--- src/rtl/pfm_pkg.sv ---
// Package for the power stage fault monitor: field widths, register indexes,
// the limit and check status structs and the limit unpacking function.
// Depends on nothing; every other file of the block imports it.
package pfm_pkg;

  localparam int NUM_CHECKS      = 5;
  localparam int COUNT_WIDTH_DEF = 16;
  localparam int MEAS_W          = 16;
  localparam int EXT_W           = MEAS_W + 1;
  localparam int DLY_W           = 16;
  localparam int CFG_DATA_W      = 64;
  localparam int CFG_ADDR_W      = 6;
  localparam int CFG_IDX_W       = 3;
  localparam int CFG_IDX_LSB     = 3;
  localparam int CNT_OUT_W       = 3;

  // Register indexes, also the check numbers.
  localparam logic [CFG_IDX_W-1:0] IDX_VIN  = 3'd0;
  localparam logic [CFG_IDX_W-1:0] IDX_VOUT = 3'd1;
  localparam logic [CFG_IDX_W-1:0] IDX_IOUT = 3'd2;
  localparam logic [CFG_IDX_W-1:0] IDX_HOT  = 3'd3;
  localparam logic [CFG_IDX_W-1:0] IDX_COLD = 3'd4;

  // Limits of one check, each threshold extended to a common signed width.
  typedef struct packed {
    logic [DLY_W-1:0]        delay;
    logic signed [EXT_W-1:0] recovery;
    logic signed [EXT_W-1:0] normal;
    logic signed [EXT_W-1:0] instant;
  } lim_t;

  typedef struct packed {
    logic trip;
    logic fault;
  } chk_status_t;

  // Splits a limit register; the thresholds are sign extended when sgn is set.
  function automatic lim_t unpack_limits(input logic [CFG_DATA_W-1:0] raw,
                                         input logic sgn);
    lim_t l;
    l.instant  = {sgn & raw[15], raw[15:0]};
    l.normal   = {sgn & raw[31], raw[31:16]};
    l.recovery = {sgn & raw[47], raw[47:32]};
    l.delay    = raw[63:48];
    return l;
  endfunction

endpackage

--- src/rtl/pfm_if.sv ---
// Request channels of the power stage fault monitor: the measurement tick
// channel and the fault result channel. Depends on pfm_pkg.
interface pfm_in_if;
  import pfm_pkg::*;
  logic              valid;
  logic              ready;
  logic [MEAS_W-1:0] vin;
  logic [MEAS_W-1:0] vout;
  logic [MEAS_W-1:0] iout;
  logic signed [MEAS_W-1:0] temp;

  modport source (output valid, vin, vout, iout, temp, input ready);
  modport sink   (input valid, vin, vout, iout, temp, output ready);
endinterface

interface pfm_out_if;
  import pfm_pkg::*;
  logic                 valid;
  logic                 ready;
  logic                 vin_over_fault;
  logic                 vout_over_fault;
  logic                 iout_over_fault;
  logic                 hot_fault;
  logic                 cold_fault;
  logic [CNT_OUT_W-1:0] fault_count;
  logic                 stop_request;

  modport source (output valid, vin_over_fault, vout_over_fault, iout_over_fault,
                  hot_fault, cold_fault, fault_count, stop_request, input ready);
  modport sink   (input valid, vin_over_fault, vout_over_fault, iout_over_fault,
                  hot_fault, cold_fault, fault_count, stop_request, output ready);
endinterface

--- src/rtl/power_stage_fault_monitor.sv ---
// Top level of the power stage fault monitor: tick input register, five
// limit checks, result register and the limit register file.
// Depends on pfm_pkg, pfm_if, pfm_cfg_regs and pfm_check.
//
//   Channel   Direction  Handshake                 Payload
//   in_ch     sink       valid / ready             vin, vout, iout, temp
//   out_ch    source     valid / ready             five fault flags, fault_count,
//                                                  stop_request
//   cfg (APB) slave      psel, penable, pready=1   64-bit limit registers, 8*i
//
// One tick is accepted in every cycle while the result side keeps up. Its result
// is held in the input register, passes the single compare-and-count stage and
// is then offered from the result register; a stall on out_ch can hold it in
// the input register before it moves on to the result register.
// Synchronous active-low reset empties both registers and clears the
// persistence counters, fault flags and limits.
// When out_ch stalls, the result register holds its request and the input
// register can still take one more tick before in_ch.ready falls.
module power_stage_fault_monitor #(
  parameter int COUNT_WIDTH = pfm_pkg::COUNT_WIDTH_DEF
) (
  input  logic                           clk,
  input  logic                           rst_n,
  pfm_in_if.sink                         in_ch,
  pfm_out_if.source                      out_ch,
  input  logic                           psel,
  input  logic                           penable,
  input  logic                           pwrite,
  input  logic [pfm_pkg::CFG_ADDR_W-1:0] paddr,
  input  logic [pfm_pkg::CFG_DATA_W-1:0] pwdata,
  output logic [pfm_pkg::CFG_DATA_W-1:0] prdata,
  output logic                           pready
);
  import pfm_pkg::*;

  // Limit registers.
  logic [CFG_DATA_W-1:0] limits [NUM_CHECKS];

  pfm_cfg_regs u_cfg (
    .clk     (clk),
    .rst_n   (rst_n),
    .psel    (psel),
    .penable (penable),
    .pwrite  (pwrite),
    .paddr   (paddr),
    .pwdata  (pwdata),
    .prdata  (prdata),
    .pready  (pready),
    .limits  (limits)
  );

  // Input register: holds one accepted tick until the result register is free.
  logic                     s1_valid_r;
  logic [MEAS_W-1:0]        vin_r, vout_r, iout_r;
  logic signed [MEAS_W-1:0] temp_r;
  logic                     res_free;
  logic                     step_en;
  logic                     in_fire;

  // Result register.
  logic                 out_valid_r;
  logic [NUM_CHECKS-1:0] flags_r;
  logic [CNT_OUT_W-1:0]  count_r;
  logic                 stop_r;

  assign res_free     = !out_valid_r || out_ch.ready;
  assign step_en      = s1_valid_r && res_free;
  assign in_ch.ready  = !s1_valid_r || res_free;
  assign in_fire      = in_ch.valid && in_ch.ready;

  always_ff @(posedge clk) begin
    if (!rst_n) begin
      s1_valid_r <= 1'b0;
    end else if (in_ch.ready) begin
      s1_valid_r <= in_ch.valid;
    end
  end

  always_ff @(posedge clk) begin
    if (in_fire) begin
      vin_r  <= in_ch.vin;
      vout_r <= in_ch.vout;
      iout_r <= in_ch.iout;
      temp_r <= in_ch.temp;
    end
  end

  // Each check compares on a common 17-bit signed scale: voltages and current
  // are zero extended, the temperature is sign extended.
  logic signed [EXT_W-1:0] value [NUM_CHECKS];
  chk_status_t             status [NUM_CHECKS];
  logic [NUM_CHECKS-1:0]   flags_nxt;
  logic [NUM_CHECKS-1:0]   trips;

  assign value[IDX_VIN]  = {1'b0, vin_r};
  assign value[IDX_VOUT] = {1'b0, vout_r};
  assign value[IDX_IOUT] = {1'b0, iout_r};
  assign value[IDX_HOT]  = {temp_r[MEAS_W-1], temp_r};
  assign value[IDX_COLD] = {temp_r[MEAS_W-1], temp_r};

  for (genvar g = 0; g < NUM_CHECKS; g++) begin : g_check
    pfm_check #(
      .COUNT_WIDTH (COUNT_WIDTH),
      .UNDER       (g == int'(IDX_COLD))
    ) u_check (
      .clk     (clk),
      .rst_n   (rst_n),
      .step_en (step_en),
      .value   (value[g]),
      .lim     (unpack_limits(limits[g], g >= int'(IDX_HOT))),
      .status  (status[g])
    );
    assign flags_nxt[g] = status[g].fault;
    assign trips[g]     = status[g].trip;
  end

  always_ff @(posedge clk) begin
    if (!rst_n) begin
      out_valid_r <= 1'b0;
    end else if (res_free) begin
      out_valid_r <= s1_valid_r;
    end
  end

  // A trip that recovers on the same tick still raises the stop request.
  always_ff @(posedge clk) begin
    if (step_en) begin
      flags_r <= flags_nxt;
      count_r <= CNT_OUT_W'($countones(flags_nxt));
      stop_r  <= |trips;
    end
  end

  assign out_ch.valid           = out_valid_r;
  assign out_ch.vin_over_fault  = flags_r[IDX_VIN];
  assign out_ch.vout_over_fault = flags_r[IDX_VOUT];
  assign out_ch.iout_over_fault = flags_r[IDX_IOUT];
  assign out_ch.hot_fault       = flags_r[IDX_HOT];
  assign out_ch.cold_fault      = flags_r[IDX_COLD];
  assign out_ch.fault_count     = count_r;
  assign out_ch.stop_request    = stop_r;

  // Reset leaves both pipeline registers empty.
  a_reset_empty: assert property (@(posedge clk)
    !rst_n |=> !out_ch.valid && !s1_valid_r)
    else $error("pipeline not empty after reset");

  // A tick may enter a full input register only while that one moves on.
  a_no_overwrite: assert property (@(posedge clk) disable iff (!rst_n)
    in_fire && s1_valid_r |-> res_free)
    else $error("input register overwritten");

  // The delivered count always matches the delivered flags.
  a_count_match: assert property (@(posedge clk) disable iff (!rst_n)
    out_ch.valid |-> out_ch.fault_count == CNT_OUT_W'($countones(flags_r)))
    else $error("fault count does not match fault flags");

endmodule

--- src/rtl/pfm_cfg_regs.sv ---
// APB-style limit register file of the power stage fault monitor.
// Holds the five 64-bit limit registers at byte address 8*i. Depends on pfm_pkg.
module pfm_cfg_regs (
  input  logic                           clk,
  input  logic                           rst_n,
  input  logic                           psel,
  input  logic                           penable,
  input  logic                           pwrite,
  input  logic [pfm_pkg::CFG_ADDR_W-1:0] paddr,
  input  logic [pfm_pkg::CFG_DATA_W-1:0] pwdata,
  output logic [pfm_pkg::CFG_DATA_W-1:0] prdata,
  output logic                           pready,
  output logic [pfm_pkg::CFG_DATA_W-1:0] limits [pfm_pkg::NUM_CHECKS]
);
  import pfm_pkg::*;

  logic [CFG_DATA_W-1:0] limits_r [NUM_CHECKS];
  logic [CFG_IDX_W-1:0]  idx;
  logic                  wr_en;

  assign idx    = paddr[CFG_IDX_LSB +: CFG_IDX_W];
  assign pready = 1'b1;
  assign wr_en  = psel && penable && pwrite && pready;

  always_ff @(posedge clk) begin
    if (!rst_n) begin
      for (int i = 0; i < NUM_CHECKS; i++) begin
        limits_r[i] <= '0;
      end
    end else if (wr_en) begin
      for (int i = 0; i < NUM_CHECKS; i++) begin
        if (idx == CFG_IDX_W'(i)) begin
          limits_r[i] <= pwdata;
        end
      end
    end
  end

  // Addresses past the last register read as zero.
  always_comb begin
    prdata = '0;
    for (int i = 0; i < NUM_CHECKS; i++) begin
      if (idx == CFG_IDX_W'(i)) begin
        prdata = limits_r[i];
      end
    end
  end

  assign limits = limits_r;

endmodule

--- src/rtl/pfm_check.sv ---
// One limit check of the power stage fault monitor: instant trip, delayed
// trip with a saturating persistence counter, and recovery. Depends on pfm_pkg.
module pfm_check #(
  parameter int COUNT_WIDTH = pfm_pkg::COUNT_WIDTH_DEF,
  parameter bit UNDER       = 1'b0
) (
  input  logic                             clk,
  input  logic                             rst_n,
  input  logic                             step_en,
  input  logic signed [pfm_pkg::EXT_W-1:0] value,
  input  pfm_pkg::lim_t                    lim,
  output pfm_pkg::chk_status_t             status
);
  import pfm_pkg::*;

  localparam int CMP_W = (COUNT_WIDTH > DLY_W) ? COUNT_WIDTH : DLY_W;
  localparam logic [COUNT_WIDTH-1:0] CNT_MAX = '1;

  logic signed [EXT_W-1:0] inst_lim;
  logic signed [EXT_W-1:0] norm_lim;
  logic signed [EXT_W-1:0] recv_lim;
  logic [COUNT_WIDTH-1:0]  cnt_r, cnt_nxt;
  logic                    fault_r, fault_nxt;
  logic                    inst_hit, norm_hit, recv_hit, delay_hit, trip;

  assign inst_lim = lim.instant;
  assign norm_lim = lim.normal;
  assign recv_lim = lim.recovery;

  assign inst_hit = UNDER ? (value < inst_lim) : (value > inst_lim);
  assign norm_hit = UNDER ? (value < norm_lim) : (value > norm_lim);
  assign recv_hit = UNDER ? (value > recv_lim) : (value < recv_lim);

  // The counter sticks at its top value instead of wrapping.
  assign cnt_nxt   = !norm_hit ? '0 :
                     (cnt_r == CNT_MAX) ? cnt_r : cnt_r + 1'b1;
  assign delay_hit = norm_hit && (CMP_W'(cnt_nxt) >= CMP_W'(lim.delay));
  assign trip      = inst_hit || delay_hit;

  // Recovery overrides a trip on the same tick.
  assign fault_nxt = (fault_r || trip) && !recv_hit;

  always_ff @(posedge clk) begin
    if (!rst_n) begin
      cnt_r   <= '0;
      fault_r <= 1'b0;
    end else if (step_en) begin
      cnt_r   <= cnt_nxt;
      fault_r <= fault_nxt;
    end
  end

  assign status.trip  = trip;
  assign status.fault = fault_nxt;

endmodule

--- src/flat_wrapper.sv ---
// flat-port wrapper written by rule: the top's interface ports become plain ports
module power_stage_fault_monitor_flat import pfm_pkg::*;
#(
  parameter int COUNT_WIDTH = pfm_pkg::COUNT_WIDTH_DEF
)
  (clk, rst_n, psel, penable, pwrite, paddr, pwdata, prdata, pready, in_ch_valid, in_ch_vin, in_ch_vout, in_ch_iout, in_ch_temp, in_ch_ready, out_ch_valid, out_ch_vin_over_fault, out_ch_vout_over_fault, out_ch_iout_over_fault, out_ch_hot_fault, out_ch_cold_fault, out_ch_fault_count, out_ch_stop_request, out_ch_ready);
  pfm_in_if in_ch_i ();
  pfm_out_if out_ch_i ();
  input  logic clk;
  input  logic rst_n;
  input  logic psel;
  input  logic penable;
  input  logic pwrite;
  input  logic [pfm_pkg::CFG_ADDR_W-1:0] paddr;
  input  logic [pfm_pkg::CFG_DATA_W-1:0] pwdata;
  output logic [pfm_pkg::CFG_DATA_W-1:0] prdata;
  output logic pready;
  input wire logic [$bits(in_ch_i.valid)-1:0] in_ch_valid;
  input wire logic [$bits(in_ch_i.vin)-1:0] in_ch_vin;
  input wire logic [$bits(in_ch_i.vout)-1:0] in_ch_vout;
  input wire logic [$bits(in_ch_i.iout)-1:0] in_ch_iout;
  input wire logic [$bits(in_ch_i.temp)-1:0] in_ch_temp;
  output wire logic [$bits(in_ch_i.ready)-1:0] in_ch_ready;
  output wire logic [$bits(out_ch_i.valid)-1:0] out_ch_valid;
  output wire logic [$bits(out_ch_i.vin_over_fault)-1:0] out_ch_vin_over_fault;
  output wire logic [$bits(out_ch_i.vout_over_fault)-1:0] out_ch_vout_over_fault;
  output wire logic [$bits(out_ch_i.iout_over_fault)-1:0] out_ch_iout_over_fault;
  output wire logic [$bits(out_ch_i.hot_fault)-1:0] out_ch_hot_fault;
  output wire logic [$bits(out_ch_i.cold_fault)-1:0] out_ch_cold_fault;
  output wire logic [$bits(out_ch_i.fault_count)-1:0] out_ch_fault_count;
  output wire logic [$bits(out_ch_i.stop_request)-1:0] out_ch_stop_request;
  input wire logic [$bits(out_ch_i.ready)-1:0] out_ch_ready;
  assign in_ch_i.valid = in_ch_valid;
  assign in_ch_i.vin = in_ch_vin;
  assign in_ch_i.vout = in_ch_vout;
  assign in_ch_i.iout = in_ch_iout;
  assign in_ch_i.temp = in_ch_temp;
  assign in_ch_ready = in_ch_i.ready;
  assign out_ch_valid = out_ch_i.valid;
  assign out_ch_vin_over_fault = out_ch_i.vin_over_fault;
  assign out_ch_vout_over_fault = out_ch_i.vout_over_fault;
  assign out_ch_iout_over_fault = out_ch_i.iout_over_fault;
  assign out_ch_hot_fault = out_ch_i.hot_fault;
  assign out_ch_cold_fault = out_ch_i.cold_fault;
  assign out_ch_fault_count = out_ch_i.fault_count;
  assign out_ch_stop_request = out_ch_i.stop_request;
  assign out_ch_i.ready = out_ch_ready;
  power_stage_fault_monitor #(.COUNT_WIDTH(COUNT_WIDTH)) u_core (.clk(clk), .rst_n(rst_n), .in_ch(in_ch_i), .out_ch(out_ch_i), .psel(psel), .penable(penable), .pwrite(pwrite), .paddr(paddr), .pwdata(pwdata), .prdata(prdata), .pready(pready));
endmodule
--- config.mk ---
export PLATFORM = sky130hd
export DESIGN_NAME = power_stage_fault_monitor_flat
export DESIGN_NICKNAME = d
export VERILOG_FILES = /design/src/rtl/pfm_pkg.sv /design/src/rtl/pfm_if.sv /design/src/rtl/power_stage_fault_monitor.sv /design/src/rtl/pfm_cfg_regs.sv /design/src/rtl/pfm_check.sv /design/src/flat_wrapper.sv
export SDC_FILE = /design/constraint.sdc
export NUM_CORES = 1
export LEC_CHECK = 0
export BUFFER_PORTS_ARGS = -buffer_cell sky130_fd_sc_hd__buf_2
export CAP_MARGIN = 20
export CORE_MARGIN = 2
export CORE_UTILIZATION = 35
export CTS_BUF_LIST = sky130_fd_sc_hd__clkbuf_4 sky130_fd_sc_hd__clkbuf_8
export DETAILED_ROUTE_END_ITERATION = 10
export SLEW_MARGIN = 20
export SYNTH_ARGS = -nofsm -noshare
export SYNTH_HDL_FRONTEND = slang
export SYNTH_SLANG_ARGS = --single-unit
--- constraint.sdc ---
create_clock -name clk -period 4.7 [get_ports clk]
set_clock_uncertainty 0.05 [all_clocks]
set_input_delay 0.47 -clock clk [delete_from_list [all_inputs] [get_ports clk]]
set_output_delay 0.47 -clock clk [all_outputs]
set_load 0.02 [all_outputs]
==> results summary, run 1 <==
The routed length per instance came out at 20.7 um. The count of cells in the finished layout, fillers not included, comes to 5401. The critical hold path startpoint is pwdata[22]. The worst reg-to-reg path cell count came out at 22.

Measured along the x axis, the die boundary spans ~290 um. The tightest min-delay check is of the in2reg type. After clock tree synthesis, the clock-pin slew on the worst setup and hold paths is ~60 ps. The initial antenna violation count came out at 13. The worst-case hold path end point is u_core.u_cfg.limits[214].

The design draws just over 10 mW. The tool flagged a number of max-cap violations equal to 0. After technology mapping, the gate count stands at between 3000 and 4000.

The endpoint required time on the critical path is slightly above 5000 ps. The final setup TNS came out at -369 ps. Detailed placement ended at an HPWL of around 83000 um. The headroom to the max-slew limit came out at about a third. The TritonCTS clock tree is yes. The region available for standard cell placement spans 81600 um2. The fraction of synthesis flops using an asynchronous set or reset pin came out at 0%. In this run the critical register-to-register path is launched from u_core.temp_r[5]. IR analysis of the VDD net gives a maximum drop of between 0.15 and 0.2 mV. At the placement stage, the worst setup path has a slack of -443 ps.

The area growth from synthesis to final layout came out at 28.4%. Wire segments on met2 add up to 49800 um in the final route. In the final layout, the share of cells above drive strength 1 is between 10% and 20%. Buffers placed on the I/O ports in this run total between 200 and 250. Routability-driven placement finished with a final weighted congestion of just under 1. The clock tree buffer depth is 3. The die height came out at 290 um. For this block, the initial DRC count from the detailed router was around 2500. The power density normalized to cell area came out at around 270 nW/um2. Clock tree synthesis inserted a total of 86 buffers. The count of final setup violators is 2. The final number of max-transition violations is 0.

The transition at the pin with the smallest max-transition slack came out at between 900 and 1000 ps. The die covers 84300 um2. The per-instance average area after synthesis is a little under 8 um2. The post-synth design cell area is ~29000 um2. The tree is rooted in a sky130_fd_sc_hd__clkbuf_8. The number of global-route vias before repair came out at 27272. The worst setup path is captured at a flip-flop.

The run finished, with violations left. By area the synthesized netlist is led by sky130_fd_sc_hd__dfxtp_1 28%, sky130_fd_sc_hd__ha_1 14%, sky130_fd_sc_hd__nand2_1 10%. The total clock sinks came out at between 400 and 500.

Summed over all layers, the routed wires come to roughly 110000 um. The post-detailed-route via-to-cell ratio came out at 5.29. The biggest fanout along the worst timing path came out at 15. The post-route core utilization came out at ~45%.

In the detailed route, the total length drawn on met3 is between 8000 and 9000 um. Global routing used between 20% and 30% of the available tracks across all layers. The critical path is of the reg2reg type. The leftover overflow at the end of global routing came out at 0. The synthesized design contains 480 register bits. The share of the synthesized area in the top cell type came out at between 20 and 30%. The worst setup path is launched from a flip-flop. The fraction of the cycle the final worst path needs came out at 106%. The largest total area in the synthesized netlist belongs to sky130_fd_sc_hd__dfxtp_1. Based on the critical path, the design can be clocked at up to approximately 0.20 GHz.

The final worst slack is -288 ps. The total leakage power came out at about 14 nW. The count of warnings emitted by yosys came out at 0. The endpoint of the most critical register-to-register path is u_core.out_ch.fault_count[1]. The iteration count of the initial detailed-routing pass is 6. The highest metal layer used by the detailed router is met5. The number of vias after detailed routing is between 20000 and 30000. The checks that failed: negative setup slack.

Once placement finished, the instance area stood at about 33000 um2. The arrival time of data at the critical path endpoint is around 5400 ps. The net count after synthesis is slightly above 4000.

The count of placed standard cells including taps came out at approximately 5100. The worst-skew pair later-pin latency is approximately 720 ps. The minimum clock period came out at 4990 ps. The final-report hold violation count was 0.

Setup repair after global routing could not meet its margin everywhere. The sequential cell area fraction in the yosys report came out at 36.0%. For this run, design rule violations remaining after detail routing come to 0. The critical path launch point is u_core.temp_r[5]. The number of H-tree levels is 3.

The final-layout fill cell count is slightly above 8000. The number of primary I/O pins is ~220. The number of rows in the core area is roughly 110. The effective utilization at floorplan is a little over a third. The wire length of the first global-routing pass came out at around 170000 um.

The count of flip-flops with a built-in enable after synthesis came out at 73. The residual antenna-violating net count after detailed routing came out at 0. The register-to-register setup slack is -290 ps.

The routed length on met1 is 49100 um. The count of different cell masters after synthesis is 75. The final net count is ~4700. Final hold analysis gives a worst-case slack of between 40 and 50 ps. The worst hold path depth came out at 3. The pin count of the biggest net entering global routing came out at 143. The finished cells cover roughly 37000 um2. The most used flip-flop cell after synthesis is sky130_fd_sc_hd__dfxtp_1.
==> per-layer routing <==
layer | vias to the layer above | track usage, %
met4 | 14 | 9.17
met3 | 215 | 4.64
met5 | - | 0
li1 | 13783 | -
met2 | 1122 | 41.5
met1 | 13424 | 34.8
==> where the power goes <==
part	switching (mW)	internal (mW)	leakage, nW
clock	1.95	2.67	1.07
sequential	0.0537	4.25	3.99
combinational	0.711	0.484	9.16
==> critical path, cell delays in order, from the launching register on <==
cell,delay [ps]
sky130_fd_sc_hd__edfxtp_1,480
sky130_fd_sc_hd__ha_1,340
sky130_fd_sc_hd__a21oi_1,130
sky130_fd_sc_hd__o21ai_0,90
sky130_fd_sc_hd__a221o_1,370
sky130_fd_sc_hd__o31a_1,250
sky130_fd_sc_hd__o22ai_2,160
sky130_fd_sc_hd__buf_12,190
sky130_fd_sc_hd__buf_4,130
sky130_fd_sc_hd__nor2_1,50
sky130_fd_sc_hd__ha_1,170
sky130_fd_sc_hd__a21o_1,180
sky130_fd_sc_hd__a21o_1,160
sky130_fd_sc_hd__a211oi_2,170
sky130_fd_sc_hd__o21ai_1,90
sky130_fd_sc_hd__a21oi_2,140
sky130_fd_sc_hd__o22ai_2,130
sky130_fd_sc_hd__o21a_1,220
sky130_fd_sc_hd__ha_1,280
sky130_fd_sc_hd__inv_1,50
sky130_fd_sc_hd__fa_2,330
sky130_fd_sc_hd__fa_1,500
sky130_fd_sc_hd__inv_1,40
==> area by class of cell <==
cell class	count	area, um2	area share, %
Clock inverter	27	358	0.971
Sequential cell	480	10300	28.1
Timing Repair Buffer	695	5130	13.9
Clock buffer	132	1670	4.52
Multi-Input combinational cell	2637	16700	45.2
Tap cell	1070	1340	3.63
Inverter	356	1340	3.65
Antenna cell	4	10.0	0.0272
==> logic make-up (layout without fill, tap and decap cells) <==
group | Yosys count | in the layout | share of synthesized area (%)
AND/OR/NAND/NOR | 1290 | 1290 | 19.5
AO/OA/AOI/OAI | 890 | 890 | 17.7
buffers and inverters | 554 | 1210 | 7.31
flip-flops | 480 | 480 | 36.0
adder cells (fa/ha/maj) | 323 | 323 | 14.1
multiplexers | 79 | 80 | 3.69
XOR/XNOR | 53 | 53 | 1.62
other | 1 | 5 | 0.0131
==> registers in the layout (all words and copies together) (netlist names) <==
signal / cells
u_core.out_ch.stop_request: 1
u_core.s1_valid_r: 1
u_core.temp_r: 16
u_core.out_ch.fault_count: 3
u_core.u_cfg.limits: 320
u_core.flags_r: 5
u_core.vout_r: 16
u_core.g_check.u_check.cnt_r: 80
u_core.out_ch.valid: 1
u_core.vin_r: 16
u_core.g_check.u_check.fault_r: 5
u_core.iout_r: 16
==> cells in the mapped netlist, drive strengths merged (21+ instances only) <==
cell type	number
nand4	58
a21o	42
nand2b	21
nand2	784
inv	356
a22oi	44
buf	30
nor3	33
and3	24
a211oi	21
xnor2	23
edfxtp	73
mux4	21
nor2	186
nor2b	26
dfxtp	407
o21ai	110
ha	321
xor2	30
o22ai	48
mux2i	54
a21oi	531
clkbuf	168
nand3	69
==> how the worst max path moves through the flow <==
stage,to,slack (ps),cells past startpoint
after floorplan,u_core.out_ch.fault_count[1],-130,22
after global placement,u_core.out_ch.fault_count[1],-430,20
after detailed placement,u_core.out_ch.fault_count[1],-440,20
after CTS,u_core.out_ch.fault_count[1],-250,24
after global routing,u_core.out_ch.fault_count[1],-480,21
final,u_core.out_ch.fault_count[1],-290,22
==> layout by cell type, fill, tap and decap left out, types with 18 or more instances in the layout <==
cell type / n
sky130_fd_sc_hd__clkbuf_4: 24
sky130_fd_sc_hd__nand4_1: 57
sky130_fd_sc_hd__nor3_1: 28
sky130_fd_sc_hd__nor2b_1: 23
sky130_fd_sc_hd__and3_1: 24
sky130_fd_sc_hd__xnor2_1: 23
sky130_fd_sc_hd__nor2_1: 185
sky130_fd_sc_hd__nand2b_1: 19
sky130_fd_sc_hd__a21o_1: 42
sky130_fd_sc_hd__clkbuf_8: 108
sky130_fd_sc_hd__dlygate4sd3_1: 106
sky130_fd_sc_hd__xor2_1: 30
sky130_fd_sc_hd__mux4_2: 21
sky130_fd_sc_hd__nand2_1: 780
sky130_fd_sc_hd__a21oi_1: 520
sky130_fd_sc_hd__dfxtp_1: 407
sky130_fd_sc_hd__buf_2: 211
sky130_fd_sc_hd__or3_1: 18
sky130_fd_sc_hd__o22ai_1: 46
sky130_fd_sc_hd__edfxtp_1: 73
sky130_fd_sc_hd__buf_4: 361
sky130_fd_sc_hd__mux2i_1: 54
sky130_fd_sc_hd__ha_1: 314
sky130_fd_sc_hd__a22oi_1: 44
sky130_fd_sc_hd__nand3_1: 69
sky130_fd_sc_hd__inv_1: 354
sky130_fd_sc_hd__o21ai_0: 101
==> timing repair <==
| action | CTS | global route |
|---|---|---|
| hold endpoints to repair | 217 | 0 |
| gates resized for setup | 33 | 23 |
| cloned | 1 | 0 |
| setup endpoints to repair | 3 | 3 |
| hold buffers | 106 | 0 |
| pin swaps | 15 | 12 |
| buffers inserted | 14 | 2 |
No activity file was read; power rests on OpenSTA's default activity.
==> run 2, diff against run 1 <==
clock period = 6 ns   (was 4.7 ns; I/O delays follow)
==> results summary, run 2 (synthesis results as in run 1) <==
The TritonCTS clock tree was yes (unchanged). The sequential share of power was 46.1% (was 42.5%). The combinational share of power came out at 9.9% (was 11.8%). The critical path capture point type was a flip-flop (unchanged).

The area growth from synthesis to final layout came out at 13.7% (was 28.4%). The post-layout instance count excluding filler cells is 4962 (was 5401). The worst-skew pair later-pin latency is 720 ps (about the same).

The count of final setup violators is 0 (was 2). Crit path cell chain: ha_1 > nor2b_1 > o211ai_1 > a21oi_1 > o31ai_1 > a22o_1 > nor2_1 > ha_1 > a21oi_1 > nand2_1 > a221oi_1 > o21ai_0 > a21oi_1 > o22a_1 > a21oi_1 > ha_1 > inv_1 > fa_1 > fa_1 > inv_1 (was ha_1 > a21oi_1 > o21ai_0 > a221o_1 > o31a_1 > o22ai_2 > buf_12 > buf_4 > nor2_1 > ha_1 > a21o_1 > a21o_1 > a211oi_2 > o21ai_1 > a21oi_2 > o22ai_2 > o21a_1 > ha_1 > inv_1 > fa_2 > fa_1 > inv_1). The endpoint required time on the critical path came out at 6380 ps (was 5090 ps).

The clock-pin slew of the registers on the worst-case setup and hold paths came out at 60 ps (about the same). The arrival time of data at the critical path endpoint came to 6080 ps (was 5370 ps). The total routed wirelength is 104000 um (was 112000 um). The die height is 290 um (unchanged). The final-layout fill cell count came out at 8423 (was 8175). The worst hold path depth came out at 1 (was 3). The peak ir drop on the vdd network is 0.161 mV (was 0.194 mV).

The number of vias after detailed routing is 26736 (was 28558). The power dissipated by switching net loads is 2.04 mW (was 2.71 mW). The class of the tightest hold or removal check was in2reg (unchanged). Commonest cells after routing, fill and taps aside: 780 x sky130_fd_sc_hd__nand2_1, 530 x sky130_fd_sc_hd__a21oi_1, 407 x sky130_fd_sc_hd__dfxtp_1 (was 780 x sky130_fd_sc_hd__nand2_1, 520 x sky130_fd_sc_hd__a21oi_1, 407 x sky130_fd_sc_hd__dfxtp_1). The final-report hold violation count came out at 0 (unchanged). The count of placed standard cells including taps is 4792 (was 5114).

The post-detailed-route via-to-cell ratio came out at 5.39 (was 5.29). The flip-flop count of the largest register after layout is 320 (unchanged). The die footprint is 84300 um2 (unchanged). The buffer and inverter count on the worst path is 2 (was 4). The sort of element at the start of the critical path is a flip-flop (unchanged). The minimum clock period came out at 5700 ps (was 4990 ps). The cell at the root of the clock tree was sky130_fd_sc_hd__clkbuf_8 (unchanged). The pin count of the biggest net entering global routing came out at 133 (was 143). The fraction of power spent switching nets came to 27.8% (was 26.8%). The post-detailed-placement half-perimeter wirelength came out at 76800 um (was 82800 um). The routed length per instance is 20.9 um (was 20.7 um). The count of buffers from port buffering was 212 (unchanged). The category of cells accounting for the largest share of critical-path delay was compound AO/OA/AOI/OAI gates (unchanged). The total DRC errors in the routed layout came out at 0 (unchanged). The critical hold path startpoint is in_ch_vout[1] (was pwdata[22]). The final setup TNS is 0 ps (was -369 ps).

The leftover overflow at the end of global routing is 0 (unchanged). Result of the run: completed (was finished with violations). The startpoint of the worst register-to-register path is u_core.vout_r[1] (was u_core.temp_r[5]). Unrepaired setup endpoints after global routing: false (was true).

The initial antenna violation count is 26 (was 13). The cell with the biggest individual delay on the critical path is sky130_fd_sc_hd__a22o_1 (was sky130_fd_sc_hd__fa_1). The number of H-tree levels is 3 (unchanged). The number of buffers inserted during clock tree synthesis was 84 (was 86). The internal portion of total power is 5.32 mW (was 7.40 mW). The die span in x is 290 um (unchanged).

The residual antenna-violating net count after detailed routing came out at 0 (unchanged). The wire length of the first global-routing pass came out at 154000 um (was 167000 um). The total leakage power came out at 11.8 nW (was 14.2 nW). The clock tree buffer depth came out at 3 (unchanged). The number of primary I/O pins came out at 217 (unchanged).

The detailed router's first-iteration violation count is 2437 (was 2548). The most common library cell in the layout ignoring fill and taps was sky130_fd_sc_hd__nand2_1 (unchanged). The most frequent cell on the critical path is sky130_fd_sc_hd__a21oi_1 (was sky130_fd_sc_hd__ha_1). The fraction of the cycle the final worst path needs is 95.1% (was 106%). The power density normalized to cell area came out at 226 nW/um2 (was 274 nW/um2).

The global-route usage over all layers came out at 23.9% (was 25.9%). The fraction of layout cells with a size suffix above 1 is 11.7% (was 19.7%). The final net count is 4281 (was 4720).

The biggest fanout along the worst timing path is 16 (was 15). The achievable frequency came out at 0.175 GHz (was 0.200 GHz). The number of rows in the core area came out at 105 (unchanged). The effective utilization at floorplan is 35.2% (unchanged). The worst reg-to-reg path cell count is 20 (was 22). The final weighted congestion in routability-driven placement is 0.943 (was 0.964). The kind of critical path is reg2reg (unchanged). The headroom to the max-slew limit was 24.2% (was 34.2%). The number of buffers inserted by post-CTS setup repair is 0 (was 14).

The number of global-route vias before repair is 25050 (was 27272). The register-to-register setup slack is 300 ps (was -290 ps). The iteration count of the initial detailed-routing pass was 7 (was 6). The number of violations of the max-capacitance limit came out at 0 (unchanged). The delay contributed by the slowest stage of the critical path came out at 670 ps (was 500 ps). The proportion of power drawn by the clock network was 44.1% (was 45.7%).

The final number of max-transition violations is 0 (unchanged). The area occupied by multi-input gates came to 16300 um2 (was 16700 um2). The transition at the pin with the smallest max-transition slack is 1140 ps (was 988 ps). The total clock sinks came out at 480 (unchanged). The worst-case hold path end point is u_core.vout_r[1] (was u_core.u_cfg.limits[214]). The endpoint of the most critical register-to-register path is u_core.out_ch.fault_count[1] (unchanged). The core outline area is 81600 um2 (unchanged). The area taken by flip-flops and latches was 10300 um2 (unchanged).
-- run 2: per-layer routing --
metal  vias to the layer above  track usage, %  part of all wire (%)
met2                       989            37.7                    44
li1                      12895               -                     -
met3                       224            5.52                   8.6
met5                         -               0                  0.15
met4                        26            9.96                   4.3
met1                     12602            31.5                    43
-- run 2: power groups by stage --
stage / Sequential, mW / Combinational [mW] / Clock (mW)
floorplan: 3.44 / 0.413 / 0
global placement: 3.46 / 0.704 / 0
detailed placement: 3.46 / 0.711 / 0
CTS: 3.39 / 0.721 / 3.30
global route: 3.39 / 0.799 / 3.43
finish: 3.39 / 0.725 / 3.24
-- run 2: worst max-delay path by stage --
stage / depth (start not counted) / endpoint / from
2_1_floorplan: 22 / u_core.out_ch.fault_count[1] / u_core.temp_r[15]
4_1_cts: 20 / u_core.out_ch.fault_count[1] / u_core.vout_r[1]
3_5_place_dp: 21 / u_core.out_ch.fault_count[1] / u_core.temp_r[11]
6_report: 20 / u_core.out_ch.fault_count[1] / u_core.vout_r[1]
3_3_place_gp: 21 / u_core.out_ch.fault_count[1] / u_core.temp_r[11]
5_1_grt: 24 / u_core.out_ch.fault_count[1] / u_core.u_cfg.limits[145]
-- run 2: per-stage QoR --
step	cell area [um2]	hold WS [ps]	worst slack [ps]	util, %	power [mW]
final	32600	34.1	295	40.0	7.36
after global routing	32600	9.61	31.4	40.0	7.62
after CTS	32600	0.192	346	40.0	7.41
after detailed placement	30700	409	404	37.7	4.17
after global placement	30700	403	462	37.7	4.16
after floorplan	28700	387	868	-	3.85
-- run 2: final cells by class --
type                    instances  area share [%]
inverters                     356            4.12
clock inverters                29           0.675
multi-input cells            2636            50.1
diodes                         10          0.0767
flip-flops and latches        480            31.7
clock buffers                 122            4.72
well taps                    1070            4.10
repair buffers                259            4.54
-- run 2: repair_timing --
| action | in CTS | in global routing |
|---|---|---|
| hold endpoints to repair | 9 | 0 |
| resized for setup | 0 | 2 |
| hold buffers | 9 | 0 |
| setup endpoints to repair | 0 | 1 |
